<file path="config.mk">
export PLATFORM = sky130hd
export DESIGN_NAME = terminal_line_editor_fifo
export DESIGN_NICKNAME = d
export VERILOG_FILES = /design/src/tle_pkg.sv /design/src/tle_ram.sv /design/src/tle_ctrl.sv /design/src/tle_dp.sv /design/src/terminal_line_editor_fifo.sv
export SDC_FILE = /design/constraint.sdc
export NUM_CORES = 1
export LEC_CHECK = 0
export BUFFER_PORTS_ARGS = -buffer_cell sky130_fd_sc_hd__buf_2
export CORE_AREA = 2 2 184 258
export CTS_CLUSTER_DIAMETER = 120
export DETAILED_ROUTE_END_ITERATION = 10
export DIE_AREA = 0 0 186 260
export GPL_ROUTABILITY_DRIVEN = 1
export PLACE_DENSITY = 0.46
export SLEW_MARGIN = 20
export SYNTH_ARGS = -nofsm -noshare
export SYNTH_HDL_FRONTEND = slang
export SYNTH_SLANG_ARGS = --single-unit
</file>
<file path="constraint.sdc">
create_clock -name i_clk -period 5.3 [get_ports i_clk]
set_clock_uncertainty 0.1 [all_clocks]
set_input_delay 0.795 -clock i_clk [delete_from_list [all_inputs] [get_ports i_clk]]
set_output_delay 0.795 -clock i_clk [all_outputs]
set_load 0.01 [all_outputs]
</file>
<file path="src/tle_pkg.sv">
`default_nettype none

package tle_pkg;

    localparam int DEPTH_DEF = 32;   // default line capacity
    localparam int SLOTS     = 32;   // ring slots, indexed by count mod SLOTS
    localparam int SLOT_W    = $clog2(SLOTS);
    localparam int CNT_W     = 6;    // write and read counts wrap mod 64
    localparam int BYTE_W    = 8;

    localparam logic [BYTE_W-1:0] CH_BS       = 8'd8;
    localparam logic [BYTE_W-1:0] CH_LF       = 8'd10;
    localparam logic [BYTE_W-1:0] CH_CR       = 8'd13;
    localparam logic [BYTE_W-1:0] CH_ESC      = 8'd27;
    localparam logic [BYTE_W-1:0] CH_SPACE    = 8'd32;
    localparam logic [BYTE_W-1:0] CH_LBRACKET = 8'd91;
    localparam logic [BYTE_W-1:0] CH_P        = 8'd80;

    localparam logic ACT_RECEIVE = 1'b0;
    localparam logic ACT_DRAIN   = 1'b1;

    // echo sequence kinds
    typedef enum logic [1:0] {
        E_BS     = 2'd0,
        E_BYTE   = 2'd1,
        E_SILENT = 2'd2
    } t_echo;

    // output word source
    typedef enum logic [1:0] {
        OS_SEQ  = 2'd0,
        OS_HOLD = 2'd1,
        OS_CR   = 2'd2
    } t_out_sel;

    typedef struct packed {
        logic     capture;
        logic     store;
        logic     wr_dec;
        logic     arm;
        logic     rd_issue;
        logic     out_load;
        t_out_sel out_sel;
        t_echo    kind;
        logic [1:0] idx;
        logic     out_last;
        logic     out_chunk;
        logic     hold_lf;
        logic     hold_rd;
    } t_cmd;

    typedef struct packed {
        logic action;
        logic is_bs;
        logic is_print;
        logic is_cr;
        logic chunk_last;
        logic occ_zero;
        logic has_room;
        logic rd_is_cr;
        logic out_free;
    } t_sts;

    // erase-character echo: BS, ESC, '[', 'P'
    function automatic logic [BYTE_W-1:0] bs_byte(input logic [1:0] idx);
        logic [BYTE_W-1:0] b;
        unique case (idx)
            2'd0: b = CH_BS;
            2'd1: b = CH_ESC;
            2'd2: b = CH_LBRACKET;
            2'd3: b = CH_P;
        endcase
        return b;
    endfunction

endpackage

`default_nettype wire

</file>
<file path="src/tle_ram.sv">
`default_nettype none

module tle_ram #(
    parameter int WIDTH = 8,
    parameter int DEPTH = 32
) (
    input  wire logic                     i_clk,
    input  wire logic                     i_we,
    input  wire logic [$clog2(DEPTH)-1:0] i_waddr,
    input  wire logic [WIDTH-1:0]         i_wdata,
    input  wire logic                     i_re,
    input  wire logic [$clog2(DEPTH)-1:0] i_raddr,
    output logic      [WIDTH-1:0]         o_rdata
);

    logic [WIDTH-1:0] r_mem [DEPTH];
    logic [WIDTH-1:0] r_rdata;

    always_ff @(posedge i_clk) begin
        if (i_we) begin
            r_mem[i_waddr] <= i_wdata;
        end
        if (i_re) begin
            r_rdata <= r_mem[i_raddr];
        end
    end

    assign o_rdata = r_rdata;

endmodule

`default_nettype wire

</file>
<file path="src/tle_ctrl.sv">
`default_nettype none

module tle_ctrl (
    input  wire logic          i_clk,
    input  wire logic          i_rst_n,
    input  wire logic          i_in_valid,
    input  wire tle_pkg::t_sts i_sts,
    output tle_pkg::t_cmd      o_cmd,
    output logic               o_in_ready
);

    import tle_pkg::*;

    typedef enum logic [6:0] {
        S_IDLE   = 7'b0000001,
        S_DECODE = 7'b0000010,
        S_ECHO   = 7'b0000100,
        S_DCR    = 7'b0001000,
        S_DRD    = 7'b0010000,
        S_DWAIT  = 7'b0100000,
        S_DFIN   = 7'b1000000
    } t_state;

    t_state     r_state, n_state;
    t_echo      r_kind,  n_kind;
    logic [1:0] r_idx,   n_idx;
    logic       seq_final;

    assign seq_final = (r_kind != E_BS) || (r_idx == 2'd3);

    always_comb begin
        n_state = r_state;
        n_kind  = r_kind;
        n_idx   = r_idx;
        o_cmd   = '0;
        unique case (r_state)
            S_IDLE: begin
                if (i_in_valid) begin
                    o_cmd.capture = 1'b1;
                    n_state       = S_DECODE;
                end
            end
            S_DECODE: begin
                n_idx   = 2'd0;
                n_state = S_IDLE;
                if (i_sts.action == ACT_DRAIN) begin
                    n_state = S_DCR;
                end else if (i_sts.is_bs && !i_sts.occ_zero) begin
                    o_cmd.wr_dec = 1'b1;
                    n_kind       = E_BS;
                    n_state      = S_ECHO;
                end else if (i_sts.is_print && !i_sts.is_cr) begin
                    o_cmd.store = i_sts.has_room;
                    n_kind      = E_BYTE;
                    n_state     = S_ECHO;
                end else begin
                    // a carriage return, stored if room, arms the flag but echoes nothing
                    if (i_sts.is_cr) begin
                        o_cmd.store = i_sts.has_room;
                        o_cmd.arm   = 1'b1;
                    end
                    if (i_sts.chunk_last) begin
                        n_kind  = E_SILENT;
                        n_state = S_ECHO;
                    end
                end
            end
            S_ECHO: begin
                if (i_sts.out_free) begin
                    o_cmd.out_load  = 1'b1;
                    o_cmd.out_sel   = OS_SEQ;
                    o_cmd.kind      = r_kind;
                    o_cmd.idx       = r_idx;
                    o_cmd.out_last  = seq_final;
                    o_cmd.out_chunk = seq_final && i_sts.chunk_last;
                    if (seq_final) begin
                        n_state = S_IDLE;
                    end else begin
                        n_idx = r_idx + 2'd1;
                    end
                end
            end
            S_DCR: begin
                if (i_sts.out_free) begin
                    o_cmd.out_load = 1'b1;
                    o_cmd.out_sel  = OS_CR;
                    o_cmd.hold_lf  = 1'b1;
                    n_state        = S_DRD;
                end
            end
            S_DRD: begin
                if (i_sts.occ_zero) begin
                    n_state = S_DFIN;
                end else begin
                    o_cmd.rd_issue = 1'b1;
                    n_state        = S_DWAIT;
                end
            end
            S_DWAIT: begin
                // skip stored carriage returns; otherwise push the held word out
                if (i_sts.rd_is_cr) begin
                    n_state = S_DRD;
                end else if (i_sts.out_free) begin
                    o_cmd.out_load = 1'b1;
                    o_cmd.out_sel  = OS_HOLD;
                    o_cmd.hold_rd  = 1'b1;
                    n_state        = S_DRD;
                end
            end
            S_DFIN: begin
                if (i_sts.out_free) begin
                    o_cmd.out_load = 1'b1;
                    o_cmd.out_sel  = OS_HOLD;
                    o_cmd.out_last = 1'b1;
                    n_state        = S_IDLE;
                end
            end
            default: begin
                n_state = S_IDLE;
            end
        endcase
    end

    always_ff @(posedge i_clk) begin
        if (!i_rst_n) begin
            r_state <= S_IDLE;
            r_kind  <= E_BS;
            r_idx   <= 2'd0;
        end else begin
            r_state <= n_state;
            r_kind  <= n_kind;
            r_idx   <= n_idx;
        end
    end

    assign o_in_ready = (r_state == S_IDLE);

endmodule

`default_nettype wire

</file>
<file path="src/tle_dp.sv">
`default_nettype none

module tle_dp #(
    parameter int DEPTH = tle_pkg::DEPTH_DEF
) (
    input  wire logic                       i_clk,
    input  wire logic                       i_rst_n,
    input  wire tle_pkg::t_cmd              i_cmd,
    input  wire logic                       i_action,
    input  wire logic [tle_pkg::BYTE_W-1:0] i_rx_byte,
    input  wire logic                       i_chunk_last,
    input  wire logic                       i_out_ready,
    output tle_pkg::t_sts                   o_sts,
    output logic                            o_out_valid,
    output logic [tle_pkg::BYTE_W-1:0]      o_tx_byte,
    output logic                            o_tx_valid,
    output logic                            o_line_ready,
    output logic                            o_last
);

    import tle_pkg::*;

    logic              r_action;
    logic [BYTE_W-1:0] r_byte;
    logic              r_chunk;
    logic [CNT_W-1:0]  r_wr, n_wr;
    logic [CNT_W-1:0]  r_rd;
    logic              r_enter;
    logic [BYTE_W-1:0] r_hold;
    logic              r_o_valid;
    logic [BYTE_W-1:0] r_o_byte;
    logic              r_o_txv;
    logic              r_o_line;
    logic              r_o_last;

    logic [CNT_W-1:0]  occ;
    logic [BYTE_W-1:0] rdata;
    logic [BYTE_W-1:0] sel_byte;
    logic              sel_txv;
    logic              out_free;

    assign occ      = r_wr - r_rd;
    assign out_free = !r_o_valid || i_out_ready;

    tle_ram #(
        .WIDTH (BYTE_W),
        .DEPTH (SLOTS)
    ) u_ram (
        .i_clk   (i_clk),
        .i_we    (i_cmd.store),
        .i_waddr (r_wr[SLOT_W-1:0]),
        .i_wdata (r_byte),
        .i_re    (i_cmd.rd_issue),
        .i_raddr (r_rd[SLOT_W-1:0]),
        .o_rdata (rdata)
    );

    always_comb begin
        sel_byte = '0;
        sel_txv  = 1'b1;
        unique case (i_cmd.out_sel)
            OS_SEQ: begin
                unique case (i_cmd.kind)
                    E_BS:     sel_byte = bs_byte(i_cmd.idx);
                    E_BYTE:   sel_byte = r_byte;
                    E_SILENT: sel_txv  = 1'b0;
                    default:  sel_txv  = 1'b0;
                endcase
            end
            OS_HOLD: sel_byte = r_hold;
            OS_CR:   sel_byte = CH_CR;
            default: sel_byte = '0;
        endcase
    end

    always_comb begin
        n_wr = r_wr;
        if (i_cmd.store) begin
            n_wr = r_wr + CNT_W'(1);
        end else if (i_cmd.wr_dec) begin
            n_wr = r_wr - CNT_W'(1);
        end
    end

    always_ff @(posedge i_clk) begin
        if (!i_rst_n) begin
            r_wr      <= '0;
            r_rd      <= '0;
            r_enter   <= 1'b0;
            r_o_valid <= 1'b0;
        end else begin
            r_wr <= n_wr;
            if (i_cmd.rd_issue) begin
                r_rd <= r_rd + CNT_W'(1);
            end
            if (i_cmd.arm) begin
                r_enter <= 1'b1;
            end else if (i_cmd.out_load && i_cmd.out_chunk) begin
                r_enter <= 1'b0;
            end
            if (i_cmd.out_load) begin
                r_o_valid <= 1'b1;
            end else if (i_out_ready) begin
                r_o_valid <= 1'b0;
            end
        end
    end

    always_ff @(posedge i_clk) begin
        if (i_cmd.capture) begin
            r_action <= i_action;
            r_byte   <= i_rx_byte;
            r_chunk  <= i_chunk_last;
        end
        if (i_cmd.hold_lf) begin
            r_hold <= CH_LF;
        end else if (i_cmd.hold_rd) begin
            r_hold <= rdata;
        end
        if (i_cmd.out_load) begin
            r_o_byte <= sel_byte;
            r_o_txv  <= sel_txv;
            r_o_line <= i_cmd.out_chunk && r_enter;
            r_o_last <= i_cmd.out_last;
        end
    end

    always_comb begin
        o_sts.action     = r_action;
        o_sts.is_bs      = (r_byte == CH_BS);
        o_sts.is_print   = (r_byte >= CH_SPACE) || (r_byte == CH_CR);
        o_sts.is_cr      = (r_byte == CH_CR);
        o_sts.chunk_last = r_chunk;
        o_sts.occ_zero   = (occ == '0);
        o_sts.has_room   = (occ < CNT_W'(DEPTH));
        o_sts.rd_is_cr   = (rdata == CH_CR);
        o_sts.out_free   = out_free;
    end

    assign o_out_valid  = r_o_valid;
    assign o_tx_byte    = r_o_byte;
    assign o_tx_valid   = r_o_txv;
    assign o_line_ready = r_o_line;
    assign o_last       = r_o_last;

endmodule

`default_nettype wire

</file>
<file path="src/terminal_line_editor_fifo.sv">
// Console line editor over a ring buffer of received bytes.
// Slave channel carries one item per word: tdata = received byte, tuser = action
// (0 receive, 1 drain), tlast = final byte of a received burst. Master channel
// carries echo words: tdata = byte to send, tuser[0] = byte valid,
// tuser[1] = line ready, tlast = final word of the item.
// One item is worked at a time; s_axis_tready is high only while the controller
// is idle. A receive item passes a decode state and then sends its echo words
// (a backspace on a non-empty line gives four words, a printable byte one, a
// chunk end with nothing to echo one word with tuser[0] low); the first word is
// loaded into the output register from the echo state. A drain sends CR, then LF
// and the stored bytes through a one-word hold register so the final word can
// carry tlast; each stored byte is fetched by a registered read of the buffer
// RAM, in a read state and then a wait state.
// Reset empties the line and clears the enter flag; buffer contents are not
// cleared and no clearing pass runs. When the receiver stalls the output word
// holds and the controller waits, so no word is lost.
`default_nettype none

module terminal_line_editor_fifo #(
    parameter int DEPTH = tle_pkg::DEPTH_DEF
) (
    input  wire logic       i_clk,
    input  wire logic       i_rst_n,
    input  wire logic       s_axis_tvalid,
    output logic            s_axis_tready,
    input  wire logic [7:0] s_axis_tdata,   // [7:0] rx_byte
    input  wire logic [0:0] s_axis_tuser,   // [0] action
    input  wire logic       s_axis_tlast,   // chunk_last
    output logic            m_axis_tvalid,
    input  wire logic       m_axis_tready,
    output logic [7:0]      m_axis_tdata,   // [7:0] tx_byte
    output logic [1:0]      m_axis_tuser,   // [0] tx_valid, [1] line_ready
    output logic            m_axis_tlast    // last
);

    import tle_pkg::*;

    t_cmd cmd;
    t_sts sts;
    logic tx_valid;
    logic line_ready;

    tle_ctrl u_ctrl (
        .i_clk      (i_clk),
        .i_rst_n    (i_rst_n),
        .i_in_valid (s_axis_tvalid),
        .i_sts      (sts),
        .o_cmd      (cmd),
        .o_in_ready (s_axis_tready)
    );

    tle_dp #(
        .DEPTH (DEPTH)
    ) u_dp (
        .i_clk        (i_clk),
        .i_rst_n      (i_rst_n),
        .i_cmd        (cmd),
        .i_action     (s_axis_tuser[0]),
        .i_rx_byte    (s_axis_tdata),
        .i_chunk_last (s_axis_tlast),
        .i_out_ready  (m_axis_tready),
        .o_sts        (sts),
        .o_out_valid  (m_axis_tvalid),
        .o_tx_byte    (m_axis_tdata),
        .o_tx_valid   (tx_valid),
        .o_line_ready (line_ready),
        .o_last       (m_axis_tlast)
    );

    assign m_axis_tuser = {line_ready, tx_valid};

endmodule

`default_nettype wire
</file>
==> results of run 1 <==
==> report_power, final <==
group / internal, mW / total (mW) / switching, mW
Sequential: 2.91 / 2.95 / 0.0468
Combinational: 0.186 / 0.630 / 0.444
Clock: 1.36 / 2.33 / 0.976
==> cells in the mapped netlist (all sizes together), types with 3 or more instances <==
cell type,count
nor2b,5
or3b,3
nor3,8
nor4b,3
clkbuf,18
a22o,5
and3,4
nor2,63
nor4,5
o22ai,3
o21ai,8
nand2b,9
nor3b,3
and2,3
mux2i,15
a31oi,4
mux4,80
buf,16
a21o,3
or4,4
o21a,4
dfxtp,33
or3,9
xnor2,3
nand3,15
ha,15
edfxtp,285
nand3b,3
nand2,52
a21oi,18
inv,15
o31ai,3
==> area by class of cell <==
cell class              instances  area share [%]
repair buffers                 49            1.99
clock buffers                  38            5.84
well taps                     617            5.08
multi-input cells             386            24.7
clock inverters                21            1.28
flip-flops and latches        318            60.7
inverters                      17           0.420
==> how the worst max path moves through the flow <==
stage,startpoint,end,slack (ps),cells after the start
3_3_place_gp,u_dp.r_rd[4]$_SDFFE_PN0P_,u_dp.u_ram.r_mem[24][1]$_DFFE_PP_,1130,8
2_1_floorplan,u_dp.r_rd[1]$_SDFFE_PN0P_,u_dp.r_wr[5]$_SDFFE_PN0P_,1260,16
3_5_place_dp,u_dp.r_rd[4]$_SDFFE_PN0P_,u_dp.u_ram.r_mem[24][1]$_DFFE_PP_,1010,8
4_1_cts,u_dp.r_rd[4]$_SDFFE_PN0P_,u_dp.u_ram.r_mem[24][2]$_DFFE_PP_,990,8
5_1_grt,u_dp.r_rd[4]$_SDFFE_PN0P_,u_dp.r_wr[5]$_SDFFE_PN0P_,790,14
6_report,u_dp.r_rd[4]$_SDFFE_PN0P_,u_dp.u_ram.r_mem[24][4]$_DFFE_PP_,1050,8
==> cells by family (layout without fill, tap and decap cells) <==
logic type                 Yosys count  count (layout)  share of synthesized area (%)
AOI/OAI and AO/OA                   71              71                           3.88
xor gates and xnor gates             5               5                          0.332
adders and majority gates           16              16                           1.58
buffers and inverters               51             125                           1.65
DFF                                318             318                           69.9
muxes                               96              96                           14.9
and+or+nand+nor                    198             198                           7.74
==> per-stage QoR <==
stage	power, mW	cell area (um^2)	std cells
after floorplan	3.38	13200	755
after global placement	3.65	14100	1387
after detailed placement	3.65	14100	1387
after CTS	6.01	15200	1446
after global routing	6.16	15200	1446
final	5.92	15200	1446
==> registers in the layout, summed over array words and instances (netlist names) <==
register / flops
u_ctrl.r_state: 7
u_dp.u_ram.o_rdata: 8
u_ctrl.r_kind: 2
u_dp.r_enter: 1
u_dp.o_out_valid: 1
u_dp.r_wr: 6
u_dp.o_tx_byte: 8
u_dp.r_rd: 6
u_dp.r_byte: 8
u_dp.r_hold: 8
u_dp.o_line_ready: 1
u_dp.r_chunk: 1
u_dp.u_ram.r_mem: 256
u_dp.o_tx_valid: 1
u_ctrl.r_idx: 2
u_dp.r_action: 1
u_dp.o_last: 1
==> critical path, stage by stage (launching register included) <==
cell,delay [ps]
dfxtp_1,530
clkinv_1,310
ha_1,460
and2_1,180
o21a_1,180
or2_4,250
nor4b_4,440
nand3_1,570
nor2_1,840
==> per-layer routing <==
metal | wire, um | track usage [%] | up-vias
met1 | 12200 | 15.3 | 3596
met5 | 0 | 0 | -
met4 | 954 | 4.92 | 0
li1 | - | - | 3120
met3 | 1040 | 1.96 | 51
met2 | 17200 | 25.2 | 135
==> results.cfg, run 1 <==
[floorplan]
io_pins = 27
start_util_pct = 28.7
core_area_um2 = 46000
die-area_um2 = 48400
die_w_um = 186
placementRows = 93
die_y_um = 260

[pwr]
p_per_area_nw_per_um2 = 389
p_leak_nw = 4.85
peakVddDrop_uv = 159

[global_routing]
grt_pass1_wl_mm = 46.9
grt.overflow.total = 0
grt_max_degree = 68
grt_antenna_before_repair = 0
grt_util_all_layers_pct = 13.4
grt_pass1_vias = 7216

[clocking]
ctsResizeCount = 0
insertion_delay_ps = 530
numClockSinks = 318
cts_tree = built
cts_root_buf = clkbuf_16
hold_buffers = 0
cts_buffers = 34
post_cts_buffers = 0
clkTransAtPathRegs_ps = 60
clockBufferDepth = 3
cts-htree-levels = 2

[setup_path]
rr_endpoint = u_dp.u_ram.r_mem[24][4]$_DFFE_PP_
r2r-start = u_dp.r_rd[4]$_SDFFE_PN0P_
cp_max_fo = 12
criticalPathCategory = reg -> reg
worst_ep_required_time_ps = 5330
reg2reg_slack_ps = 1050
ff2ff_path_depth = 8
cp-start-kind = flip-flop
worst_setup_path_end_kind = flip-flop
cp.arrival_ps = 4290

[synthesis]
yosys-top-cells-area = edfxtp_1 65%, mux4_2 14%, dfxtp_1 5.0%
synth_top_area_share_pct = 64.9
synth_cells = 755
synth_flop_cell = edfxtp_1
synth_top_cell_by_area = edfxtp_1
synth_area_per_cell_um2 = 17.5
yosysSeqAreaShare_pct = 69.9
synthArstFlopShare_pct = 0
ys_seq_elements = 318
yosys_warnings = 0
yosysUniqueCellTypes = 69
synth-edff-count = 285
synthesis.nets = 785
syn_area_um2 = 13200

[detailed_routing]
drt_iter0_drc = 465
wirelength_mm = 31.4
route.detailed.drc = 0
avgViaCountPerCell = 4.77
wl_per_cell_um = 21.7
dr_total_vias = 6902
antenna_left = 0
dr.pass1.iters = 4

[timing]
holdWs_ps = 343
slew_violations = 0
slew_headroom_pct = 31.2
hold_viol_final = 0
worst_pin_slew_ps = 1030
rsz0062_at_grt = no
fin_ws_ps = 1050
min_period_ps = 4250
fmax_ghz = 0.235
setup_viol = 0
timing.final.crit_share_pct = 80.3
tns_ps = 0

[final_layout]
filler_cell_count = 4375
drive_above_1_share_pct = 23.5
mostFrequentLayoutCells = 285 x edfxtp_1, 80 x mux4_2, 63 x nor2_1
seq_area_um2 = 9220
area_delta_synth_final_pct = 15.3
finalCoreUtilization_pct = 33.1
num_antenna_cells = 0
layout.nets = 836
multiInputGateArea_um2 = 3750
final_common_cell = edfxtp_1

[worst_hold_path]
holdPathEnd = u_dp.r_byte[4]$_DFFE_PP_
hp-start = s_axis_tdata[4]
min_path_type = in -> reg
hold_depth = 1

[flow_run]
max_cap_violations = 0

[place]
portBuffers = 26
place_ws_ps = 1010
finalWeightedCongestion = 0.751
dp_hpwl_mm = 20.6

[status]
status = finished, final reports clean
Note: power is estimated with default switching activity, not from simulation.
==> run 2: changes to the inputs <==
--- a/config.mk
+++ b/config.mk
@@ -5,11 +5,12 @@
 export SDC_FILE = /design/constraint.sdc
 export NUM_CORES = 1
 export LEC_CHECK = 0
+export ABC_AREA = 1
 export BUFFER_PORTS_ARGS = -buffer_cell sky130_fd_sc_hd__buf_2
-export CORE_AREA = 2 2 184 258
+export CORE_AREA = 2 2 185 259
 export CTS_CLUSTER_DIAMETER = 120
 export DETAILED_ROUTE_END_ITERATION = 10
-export DIE_AREA = 0 0 186 260
+export DIE_AREA = 0 0 187 261
 export GPL_ROUTABILITY_DRIVEN = 1
 export PLACE_DENSITY = 0.46
 export SLEW_MARGIN = 20
==> constraint.sdc (replaced) <==
create_clock -name i_clk -period 4.4 [get_ports i_clk]
set_clock_uncertainty 0.1 [all_clocks]
set_input_delay 0.66 -clock i_clk [delete_from_list [all_inputs] [get_ports i_clk]]
set_output_delay 0.66 -clock i_clk [all_outputs]
set_load 0.01 [all_outputs]
==> run 2 against run 1 <==
  * Worst hold slack got worse by 180 ps
  * Design area down 0.53%
  * Flip-flop and latch count unchanged
  * Clock-buffer cell count grew 3
  * Non-clock buffer count decreased by 5
  * Total power grew 21%
  * Register-to-register slack improved by 40 ps
  * Global-route usage up 0.66 points
  * Critical path type unchanged
  * Critical endpoint is now u_dp.u_ram.r_mem[14][1]$_DFFE_PP_
  * Largest power group unchanged
==> results.cfg, run 2 <==
[worst_hold_path]
hold_depth = 1
holdPathEnd = u_dp.r_chunk$_DFFE_PP_
hp-start = s_axis_tlast
min_path_type = in -> reg

[setup_path]
ff2ff_path_depth = 11
r2r-start = u_dp.r_rd[3]$_SDFFE_PN0P_
path_buf_inv = 3
criticalPathCategory = reg -> reg
cp-start-kind = flip-flop
slowest_stage = nor2_1
crit_start = u_dp.r_rd[3]$_SDFFE_PN0P_
crit_family = simple AND/OR/NAND/NOR gates
cp_max_fo = 20
worst_ep_required_time_ps = 4480
rr_endpoint = u_dp.u_ram.r_mem[14][1]$_DFFE_PP_
reg2reg_slack_ps = 1090
cp.arrival_ps = 3390
path_cells = inv_1 > ha_1 > nand2_1 > inv_1 > nand3_2 > nand3_1 > nand2_2 > nand3_4 > clkinv_2 > nand3_4 > nor2_1
critPathMaxStageDelay_ps = 680
worst_setup_path_end_kind = flip-flop

[clocking]
cts_buffers = 31
hold_buffers = 0
numClockSinks = 318
clockBufferDepth = 3
post_cts_buffers = 0
cts-htree-levels = 1
cts_tree = built
ctsResizeCount = 0
insertion_delay_ps = 570
clkTransAtPathRegs_ps = 70
cts_root_buf = clkbuf_16

[pwr]
clkPwrFrac_pct = 36.0
p_leak_nw = 5.10
p_per_area_nw_per_um2 = 475
switching_share_pct = 26.5
p_int_mw = 5.28
p_seq_share_pct = 50.4
net-switching-power_mw = 1.90
pwr-share-comb_pct = 13.5
peakVddDrop_uv = 303

[floorplan]
core_area_um2 = 46700
die-area_um2 = 48800
io_pins = 27
placementRows = 94
start_util_pct = 28.6
die_y_um = 261
die_w_um = 187

[timing]
slew_headroom_pct = 36.8
min_period_ps = 3310
slew_violations = 0
tns_ps = 0
hold_viol_final = 0
timing.final.crit_share_pct = 75.2
worst_pin_slew_ps = 947
fmax_ghz = 0.302
holdWs_ps = 165
setup_viol = 0
rsz0062_at_grt = no

[final_layout]
mostFrequentLayoutCells = 285 x edfxtp_1, 189 x nor2_1, 143 x o21ai_0
largest_reg_flops = 256
area_delta_synth_final_pct = 13.4
fin_area_um2 = 15100
drive_above_1_share_pct = 11.2
layout.nets = 1184
num_antenna_cells = 0
final_common_cell = edfxtp_1
largest-register = u_dp.u_ram.r_mem

[global_routing]
grt_pass1_wl_mm = 52.5
grt.overflow.total = 0
grt_util_all_layers_pct = 14.1
grt_antenna_before_repair = 0
grt_max_degree = 97
grt_pass1_vias = 8602

[synthesis]
synth-edff-count = 285
synth_compound_gate_area_share_pct = 11.5
syn_area_um2 = 13300
synth_top_family_by_area = simple AND/OR/NAND/NOR gates
ys_seq_elements = 318
yosysUniqueCellTypes = 43
synth_most_common_cell = edfxtp_1
synth_flop_cell = edfxtp_1
synthesis.nets = 1164
yosysSeqAreaShare_pct = 69.1
synthSimpleGateAreaFrac_pct = 13.1
synth_top_cell_by_area = edfxtp_1
synthAdderAreaFrac_pct = 1.56
synth_top_area_share_pct = 64.2
yosys_warnings = 0
muxShareOfSynthArea_pct = 0
yosys-top-cells-area = edfxtp_1 64%, o21ai_0 5.4%, nor2_1 5.3%
synthArstFlopShare_pct = 0
synth_area_per_cell_um2 = 11.8
synth_xor_area_share_pct = 0.394
yosys-top-cells-count = 285 x edfxtp_1, 189 x nor2_1, 143 x o21ai_0, 96 x nand2_1, 69 x inv_1
synth_cells = 1134

[place]
dp_hpwl_mm = 21.9
placed_cell_area_um2 = 14100
portBuffers = 26
finalWeightedCongestion = 0.851

[status]
status = finished, final reports clean

[detailed_routing]
wirelength_mm = 34.5
wl_per_cell_um = 19.1
drt_iter0_drc = 519
avgViaCountPerCell = 4.74
antenna_left = 0
dr_total_vias = 8544
dr.pass1.iters = 5
route.detailed.drc = 0

[flow_run]
max_cap_violations = 0
## run 2: cell types whose count changed in the layout (fill, tap and decap cells not counted), moves of 15 or more
cell      previous run  this run
o221ai_1             0        26
o21ai_0              8       143
nand2_1             52        96
o21ai_1              0        17
mux4_2              80         0
inv_1               14        68
nor2_1              63       189
o22ai_1              3        41
nand3_1             15        52
mux2i_1             15         0
## run 2: layout make-up
class                      count  area, um^2
fill                        4652       31600
inverter                      79         299
multi-input combinational    680        3540
sequential                   318        9220
tap                          624         781
clock inverter                16         129
clock buffer                  41         863
timing repair buffer          44         278
## run 2: worst max path at each step
| stage | end | slack [ps] | depth (start not counted) |
|---|---|---|---|
| after floorplan | u_dp.r_wr[5]$_SDFFE_PN0P_ | 1340 | 19 |
| after global placement | u_dp.u_ram.r_mem[29][3]$_DFFE_PP_ | 1060 | 11 |
| after detailed placement | u_dp.u_ram.r_mem[29][0]$_DFFE_PP_ | 1030 | 11 |
| after CTS | u_dp.u_ram.r_mem[29][0]$_DFFE_PP_ | 1020 | 11 |
| after global routing | u_dp.r_wr[5]$_SDFFE_PN0P_ | 770 | 17 |
| final | u_dp.u_ram.r_mem[14][1]$_DFFE_PP_ | 1090 | 11 |
## run 2: cells by family (layout without fill, tap and decap cells)
group,after synthesis,count (layout)
buffers and inverters,136,180
DFF,318,318
xor gates and xnor gates,6,6
AOI/OAI and AO/OA,270,270
adders and majority gates,16,16
and+or+nand+nor,388,388
## run 2: power by group through the flow
| stage | Clock [mW] | Sequential [mW] | Combinational, mW |
|---|---|---|---|
| final | 2.59 | 3.62 | 0.972 |
| after global routing | 2.77 | 3.64 | 1.09 |
| after CTS | 2.65 | 3.63 | 0.995 |
| after detailed placement | 0 | 3.69 | 0.997 |
| after global placement | 0 | 3.69 | 0.998 |
| after floorplan | 0 | 3.75 | 0.536 |
## run 2: metal layers
metal | vias up | share of wire, % | GRT usage, %
met5 | - | 0 | 0
met4 | 0 | 3.0 | 5.49
met3 | 62 | 4.0 | 1.45
met2 | 196 | 54 | 27.3
met1 | 4160 | 39 | 15.8
li1 | 4126 | - | -
## run 2: worst register-to-register path, cell delays in order, from the launching register on
cell      delay, ps
dfxtp_1         320
inv_1           520
ha_1            400
nand2_1          90
inv_1            40
nand3_2          70
nand3_1          80
nand2_2         130
nand3_4         160
clkinv_2        150
nand3_4         180
nor2_1          680
## run 2: through the flow
stage | setup slack (ps) | instances | power, mW | util (%)
after global placement | 1060 | 1745 | 4.69 | 30.3
after CTS | 1020 | 1802 | 7.27 | 32.4
after floorplan | 1340 | 1134 | 4.29 | -
after detailed placement | 1030 | 1745 | 4.69 | 30.3
after global routing | 767 | 1802 | 7.49 | 32.4
final | 1090 | 1802 | 7.19 | 32.4
